File: src/hw/rtl/spadd_pkg.sv
`default_nettype none
package spadd_pkg;

	localparam int MAX_TERMS = 16;
	localparam int CNT_W     = $clog2(MAX_TERMS + 1);
	localparam int IDX_W     = (MAX_TERMS > 1) ? $clog2(MAX_TERMS) : 1;
	localparam int COEF_W    = 32;
	localparam int EXP_W     = 16;

	typedef enum logic [1:0] {
		OP_LOAD_FIRST  = 2'd0,
		OP_LOAD_SECOND = 2'd1,
		OP_RUN         = 2'd2,
		OP_NONE        = 2'd3
	} op_t;

	typedef struct packed {
		logic [COEF_W-1:0] coef;
		logic [EXP_W-1:0]  expo;
	} term_t;

	// controller to datapath
	typedef struct packed {
		logic load_first;
		logic load_second;
		logic step;
	} cmd_t;

	// datapath to controller
	typedef struct packed {
		logic out_free;
		logic step_last;
	} stat_t;

endpackage
`default_nettype wire

File: src/hw/rtl/spadd_ctrl.sv
`default_nettype none
module spadd_ctrl
	import spadd_pkg::*;
(
	input  wire logic        clk,
	input  wire logic        arst_n,
	input  wire logic        in_valid,
	output logic             in_ready,
	input  wire logic [1:0]  operation,
	input  wire stat_t       stat,
	output cmd_t             cmd
);

	typedef enum logic [1:0] {
		ST_IDLE = 2'b01,
		ST_RUN  = 2'b10
	} state_t;

	state_t state_q;
	state_t state_d;
	logic   accept;
	op_t    op;

	assign op       = op_t'(operation);
	assign in_ready = (state_q == ST_IDLE);
	assign accept   = in_valid && in_ready;

	always_comb begin
		cmd.load_first  = accept && (op == OP_LOAD_FIRST);
		cmd.load_second = accept && (op == OP_LOAD_SECOND);
		cmd.step        = (state_q == ST_RUN) && stat.out_free;
	end

	always_comb begin
		state_d = state_q;
		unique case (state_q)
			ST_IDLE: begin
				if (accept && (op == OP_RUN)) state_d = ST_RUN;
			end
			ST_RUN: begin
				if (stat.out_free && stat.step_last) state_d = ST_IDLE;
			end
			default: state_d = ST_IDLE;
		endcase
	end

	always_ff @(posedge clk or negedge arst_n) begin
		if (!arst_n) begin
			state_q <= ST_IDLE;
		end else begin
			state_q <= state_d;
		end
	end

endmodule
`default_nettype wire

File: src/hw/rtl/spadd_dp.sv
`default_nettype none
module spadd_dp
	import spadd_pkg::*;
(
	input  wire logic                     clk,
	input  wire logic                     arst_n,
	input  wire cmd_t                     cmd,
	output stat_t                         stat,
	input  wire logic signed [COEF_W-1:0] term_coefficient,
	input  wire logic [EXP_W-1:0]         term_exponent,
	output logic                          out_valid,
	input  wire logic                     out_ready,
	output logic signed [COEF_W-1:0]      sum_coefficient,
	output logic [EXP_W-1:0]              sum_exponent,
	output logic                          has_term,
	output logic                          last_term,
	output logic                          dropped_terms
);

	term_t             first_rf  [MAX_TERMS];
	term_t             second_rf [MAX_TERMS];
	logic [CNT_W-1:0]  first_cnt_q, second_cnt_q;
	logic [CNT_W-1:0]  a_q, b_q;
	logic              ovf_q;
	logic              out_valid_q;
	logic [COEF_W-1:0] coef_q;
	logic [EXP_W-1:0]  expo_q;
	logic              has_q, last_q, drop_q;

	term_t             p, q;
	logic              a_rem, b_rem, take_a, take_b;
	logic [CNT_W-1:0]  a_nx, b_nx;
	logic [COEF_W-1:0] coef_d;
	logic [EXP_W-1:0]  expo_d;
	logic              last_d;
	logic              first_full, second_full;

	assign first_full  = (first_cnt_q == CNT_W'(MAX_TERMS));
	assign second_full = (second_cnt_q == CNT_W'(MAX_TERMS));

	assign p     = first_rf[a_q[IDX_W-1:0]];
	assign q     = second_rf[b_q[IDX_W-1:0]];
	assign a_rem = (a_q < first_cnt_q);
	assign b_rem = (b_q < second_cnt_q);

	always_comb begin
		take_a = 1'b0;
		take_b = 1'b0;
		priority if (a_rem && b_rem) begin
			take_a = (p.expo >= q.expo);
			take_b = (p.expo <= q.expo);
		end else if (a_rem) begin
			take_a = 1'b1;
		end else if (b_rem) begin
			take_b = 1'b1;
		end
		a_nx   = a_q + CNT_W'(take_a);
		b_nx   = b_q + CNT_W'(take_b);
		last_d = !(a_nx < first_cnt_q) && !(b_nx < second_cnt_q);
		priority if (take_a && take_b) begin
			coef_d = p.coef + q.coef;
			expo_d = p.expo;
		end else if (take_a) begin
			coef_d = p.coef;
			expo_d = p.expo;
		end else if (take_b) begin
			coef_d = q.coef;
			expo_d = q.expo;
		end else begin
			coef_d = '0;
			expo_d = '0;
		end
	end

	assign stat.out_free  = !out_valid_q || out_ready;
	assign stat.step_last = last_d;

	always_ff @(posedge clk) begin
		if (cmd.load_first && !first_full)
			first_rf[first_cnt_q[IDX_W-1:0]] <= '{coef: term_coefficient, expo: term_exponent};
		if (cmd.load_second && !second_full)
			second_rf[second_cnt_q[IDX_W-1:0]] <= '{coef: term_coefficient, expo: term_exponent};
		if (cmd.step) begin
			coef_q <= coef_d;
			expo_q <= expo_d;
			has_q  <= take_a || take_b;
			last_q <= last_d;
			drop_q <= ovf_q;
		end
	end

	always_ff @(posedge clk or negedge arst_n) begin
		if (!arst_n) begin
			first_cnt_q  <= '0;
			second_cnt_q <= '0;
			a_q          <= '0;
			b_q          <= '0;
			ovf_q        <= 1'b0;
			out_valid_q  <= 1'b0;
		end else begin
			if (cmd.load_first) begin
				if (first_full) ovf_q <= 1'b1;
				else first_cnt_q <= first_cnt_q + CNT_W'(1);
			end
			if (cmd.load_second) begin
				if (second_full) ovf_q <= 1'b1;
				else second_cnt_q <= second_cnt_q + CNT_W'(1);
			end
			if (cmd.step) begin
				out_valid_q <= 1'b1;
				if (last_d) begin
					a_q          <= '0;
					b_q          <= '0;
					first_cnt_q  <= '0;
					second_cnt_q <= '0;
					ovf_q        <= 1'b0;
				end else begin
					a_q <= a_nx;
					b_q <= b_nx;
				end
			end else if (out_ready) begin
				out_valid_q <= 1'b0;
			end
		end
	end

	assign out_valid       = out_valid_q;
	assign sum_coefficient = signed'(coef_q);
	assign sum_exponent    = expo_q;
	assign has_term        = has_q;
	assign last_term       = last_q;
	assign dropped_terms   = drop_q;

endmodule
`default_nettype wire

File: src/hw/rtl/sparse_polynomial_add_merge_top.sv
// Sparse polynomial adder: two-way merge of two term stores.
// Input channel (in_valid/in_ready) carries one item per handshake:
// operation 0 or 1 loads a term (coefficient, exponent) into the first or
// second store, operation 2 runs the merge, operation 3 is ignored.
// A load gives no result; terms beyond MAX_TERMS per
// store are dropped and flagged on the next run's results.
// A run emits one term per cycle while the receiver does not stall,
// through a single output register (out_valid/out_ready): highest
// exponent first, equal exponents summed modulo 2^32. The first result
// is registered once the controller is in its run state and the output
// register is free. With both stores empty a single result with has_term
// low is given. last_term marks the final result, after which both
// stores and the drop flag are empty. in_ready is low during a run.
// When the receiver stalls, the output register holds its item and the
// walk pauses; loads are still accepted while a finished result waits.
// Reset empties both stores, clears the drop flag and the output valid.
`default_nettype none
module sparse_polynomial_add_merge_top
	import spadd_pkg::*;
(
	input  wire logic                     clk,
	input  wire logic                     arst_n,
	input  wire logic                     in_valid,
	output logic                          in_ready,
	input  wire logic [1:0]               operation,
	input  wire logic signed [COEF_W-1:0] term_coefficient,
	input  wire logic [EXP_W-1:0]         term_exponent,
	output logic                          out_valid,
	input  wire logic                     out_ready,
	output logic signed [COEF_W-1:0]      sum_coefficient,
	output logic [EXP_W-1:0]              sum_exponent,
	output logic                          has_term,
	output logic                          last_term,
	output logic                          dropped_terms
);

	cmd_t  cmd;
	stat_t stat;

	spadd_ctrl u_ctrl (
		.clk       (clk),
		.arst_n    (arst_n),
		.in_valid  (in_valid),
		.in_ready  (in_ready),
		.operation (operation),
		.stat      (stat),
		.cmd       (cmd)
	);

	spadd_dp u_dp (
		.clk              (clk),
		.arst_n           (arst_n),
		.cmd              (cmd),
		.stat             (stat),
		.term_coefficient (term_coefficient),
		.term_exponent    (term_exponent),
		.out_valid        (out_valid),
		.out_ready        (out_ready),
		.sum_coefficient  (sum_coefficient),
		.sum_exponent     (sum_exponent),
		.has_term         (has_term),
		.last_term        (last_term),
		.dropped_terms    (dropped_terms)
	);

endmodule
`default_nettype wire
File: config.mk
export PLATFORM = sky130hd
export DESIGN_NAME = sparse_polynomial_add_merge_top
export DESIGN_NICKNAME = d
export VERILOG_FILES = /design/src/hw/rtl/spadd_pkg.sv /design/src/hw/rtl/spadd_ctrl.sv /design/src/hw/rtl/spadd_dp.sv /design/src/hw/rtl/sparse_polynomial_add_merge_top.sv
export SDC_FILE = /design/constraint.sdc
export NUM_CORES = 1
export LEC_CHECK = 0
export BUFFER_PORTS_ARGS = -buffer_cell sky130_fd_sc_hd__buf_2
export CAP_MARGIN = 20
export CORE_ASPECT_RATIO = 0.5
export CORE_UTILIZATION = 58
export CTS_BUF_LIST = sky130_fd_sc_hd__clkbuf_2 sky130_fd_sc_hd__clkbuf_4 sky130_fd_sc_hd__clkbuf_8
export DETAILED_ROUTE_END_ITERATION = 8
export PLACE_DENSITY = 0.72
export SLEW_MARGIN = 20
export SYNTH_ARGS = -nofsm -noshare
export SYNTH_HDL_FRONTEND = slang
export SYNTH_SLANG_ARGS = --single-unit
File: constraint.sdc
create_clock -name clk -period 20.7 [get_ports clk]
set_input_delay 0 -clock clk [delete_from_list [all_inputs] [get_ports clk]]
set_output_delay 0 -clock clk [all_outputs]
set_load 0.02 [all_outputs]
==> reports/metrics.csv <==
stage,metric,value,unit
hold_path,hold_class,primary input to register,
timing,finalSetupViolCount,0,
power_and_ir_drop,power.density,108.0,nW/um^2
floorplanning,rows,85,
timing,setup_tns,0,ps
clock_network,clockRootBuffer,clkbuf_8,
worst_setup_path,crit_start,u_dp.b_q[0],
synth,ys_seq_area_share,75.84,%
synth,ys.flop_type,edfxtp_1,
worst_setup_path,arrival,9550,ps
synth,ys_seq_elements,1611,
routing,drtIter0Drc,3971,
synth,synthDistinctLibCells,61,
cells_and_area,nNetsFinal,3276,
floorplanning,fp.dieH,236.2,um
clock_network,htreeDepth,4,
cells_and_area,syn2layout_area_growth,11.33,%
worst_setup_path,crit_required,21550,ps
clock_network,cts_tree,done,
power_and_ir_drop,peakVddDrop,0.08231,mV
timing,rsz0062_at_grt,no,
routing,wire_per_inst,32.22,um
synth,mappedNetlistNets,2978,
global_route,grt_max_degree,111,
worst_setup_path,r2r_cells,25,
routing,routed_wl,153300,um
placement,numPortBuffers,106,
routing,drtAntennaViolNets,0,
floorplanning,start_util,58.83,%
synth,avgSynthCellArea,22.34,sq um
timing,finClkSkew,30.75,ps
synth,netlist_top_cells_count,"edfxtp_1, mux4_2, nand2_1",
clock_network,clk-insertion-delay-late,920,ps
synth,yosys.area.top_type_share,74.90,%
floorplanning,dieArea,111100,sq um
cells_and_area,drive_above_1_share,30.54,%
timing,max_slew.worst_pin.slew,1192,ps
timing,holdWs,72.70,ps
routing,vias,31560,
clock_network,cts_setup_buffers,0,
status,status,completed,
worst_setup_path,reg2reg_slack,12000,ps
worst_setup_path,crit_family,buffers and inverters,
worst_setup_path,worstSetupPathDepth,25,
timing,slew_headroom,20.56,%
global_route,antenna_found_initial,5,
global_route,first_global_vias,31820,
global_route,grt_pass1_wl,219700,um
routing,drt_first_pass_iters,7,
clock_network,cts_buffer_depth,3,
placement,place_congestion,0.8963,
clock_network,clk_pin_slew,80,ps
worst_setup_path,cp_max_fo,81,
worst_setup_path,worst_path_most_repeated_cell,ha_1,
global_route,grtUsageTotal,28.03,%
power_and_ir_drop,p_leak,0.02216,uW
worst_setup_path,r2r-start,u_dp.b_q[0],
floorplanning,io_pins,107,
timing,max_freq,115.0,MHz
worst_setup_path,crit_type,register to register,
timing,drv_slew,0,
worst_setup_path,slowest_stage,dfrtp_4,
synth,synth_warnings,0,
routing,route.detailed.drc,0,
placement,dpl.hpwl,83190,um
timing,hold_viol_final,0,
worst_setup_path,critPathMaxStageDelay,730,ps
timing,period_needed,8696,ps
clock_network,cts_buffers,206,
synth,syn_inst,2848,
synth,async_reset_ff_share,1.490,%
synth,synth.most_common_cell,edfxtp_1,
worst_setup_path,end_kind,register,
synth,synth_top_area_cell,edfxtp_1,
global_route,gr-total-overflow,0,
routing,via_per_inst,6.635,
worst_setup_path,endpoint,u_ctrl.state_q[0],
worst_setup_path,startpoint_type,register,
clock_network,cts.sinks,1611,
worst_setup_path,r2r-end,u_ctrl.state_q[0],
synth,synth_area,63630,sq um
synth,synth_area_leaders,"edfxtp_1, mux4_2, ha_1",
floorplanning,fp.dieW,470.4,um
timing,min_period_over_period,42.01,%
floorplanning,coreArea,108200,sq um
synth,synth-edff-count,1587,
worst_setup_path,crit_buf_inv,6,
flow_run,maxCapViolCount,0,
cell families (layout without fill, tap and decap cells):
kind of cell | count (synthesis) | after routing | share of synthesized area (%)
buffers and inverters | 180 | 649 | 1.156
DFF | 1611 | 1611 | 75.84
AOI/OAI and AO/OA | 214 | 214 | 2.200
other | 0 | 4 | 0
adders and majority gates | 76 | 76 | 1.506
xor gates and xnor gates | 33 | 33 | 0.4542
and+or+nand+nor | 249 | 249 | 1.772
muxes | 485 | 485 | 17.07
worst reg2reg max path: stages, from the launching register on:
cell	delay (ps)
dfrtp_4	730
buf_12	370
buf_16	430
mux4_2	820
mux4_2	500
inv_1	80
ha_1	200
nand4_1	220
or4_1	640
a21oi_1	170
or3_1	180
a31o_2	170
buf_4	420
clkinv_1	710
ha_1	480
ha_1	320
ha_1	290
a21o_1	150
a21o_1	170
a21oi_1	160
nor2b_1	70
o22a_1	370
a21oi_1	210
nand2_1	90
o41a_1	120
dlygate4sd3_1	560
where the power goes:
part	total [uW]	internal, uW	leakage (uW)	switching [uW]
Clock	2300	1130	0.00211	1170
Combinational	1610	720	0.00548	885
Sequential	3750	3690	0.0146	59.1
what timing repair did:
item | 4_1_cts | 5_1_grt
hold buffers | 60 | 0
endpoints found under the hold margin | 1587 | 0
gates resized for setup | 0 | 0
metal layers:
layer  up-vias  GRT usage [%]  wire length (um)
li1      12680              -                 -
met1     16740          40.66             60960
met2      1872          44.01             73540
met3       258          4.923             14470
met4         2          9.230              4280
met5         -              0                 9
placed cells by master (no fill, tap or decap), drive strengths merged, types with 11 or more instances in the layout:
| master | n |
|---|---|
| a21o | 16 |
| a21oi | 54 |
| a22o | 34 |
| buf | 172 |
| clkbuf | 255 |
| clkinv | 107 |
| dfrtp | 23 |
| dlygate4sd3 | 59 |
| edfxtp | 1587 |
| ha | 75 |
| inv | 44 |
| mux4 | 480 |
| nand2 | 101 |
| nand3 | 21 |
| nand4 | 11 |
| nor2 | 66 |
| o21ai | 57 |
| xnor2 | 22 |
| xor2 | 11 |
sequential cells by signal (all words and copies together), names as in the netlist:
register	flops
u_ctrl.state_q	2
u_dp.second_cnt_q	5
u_dp.dropped_terms	1
u_dp.first_rf	768
u_dp.out_valid	1
u_dp.a_q	5
u_dp.first_cnt_q	5
u_dp.second_rf	768
u_dp.last_term	1
u_dp.sum_coefficient	32
u_dp.has_term	1
u_dp.b_q	5
u_dp.sum_exponent	16
u_dp.ovf_q	1
how the worst min path moves through the flow:
stage,from,to,slack [ps],cells after the start
6_report,operation[0],u_dp.first_cnt_q[1],70,5
5_1_grt,operation[1],u_dp.first_cnt_q[1],90,5
4_1_cts,arst_n,u_dp.out_valid,20,4
3_5_place_dp,arst_n,u_dp.out_valid,20,1
3_3_place_gp,arst_n,u_dp.out_valid,10,1
2_1_floorplan,arst_n,u_ctrl.state_q[1],-300,0
metrics by stage:
stage / setup slack, ps / power, uW / instance area, sq um / cells / utilization [%]
global placement: 12670 / 5368 / 66120 / 4310 / 61.13
detailed placement: 12450 / 5401 / 66180 / 4312 / 61.19
global route: 11580 / 7925 / 70830 / 4754 / 65.49
finish: 12000 / 7649 / 70840 / 4756 / 65.49
CTS: 12050 / 7670 / 70790 / 4751 / 65.45
floorplan: 11120 / 4940 / 63630 / 2848 / -
final cells by class:
cell class                      instances  area (sq um)
Inverter                               39         147.6
Tap cell                             1435          1795
Antenna cell                            4         10.01
Fill cell                            6792         37320
Multi-Input combinational cell       1057         14880
Clock inverter                        124         772.0
Clock buffer                          255          3228
Timing Repair Buffer                  231          1718
Sequential cell                      1611         48290
Power figures use the tool's default switching activity.
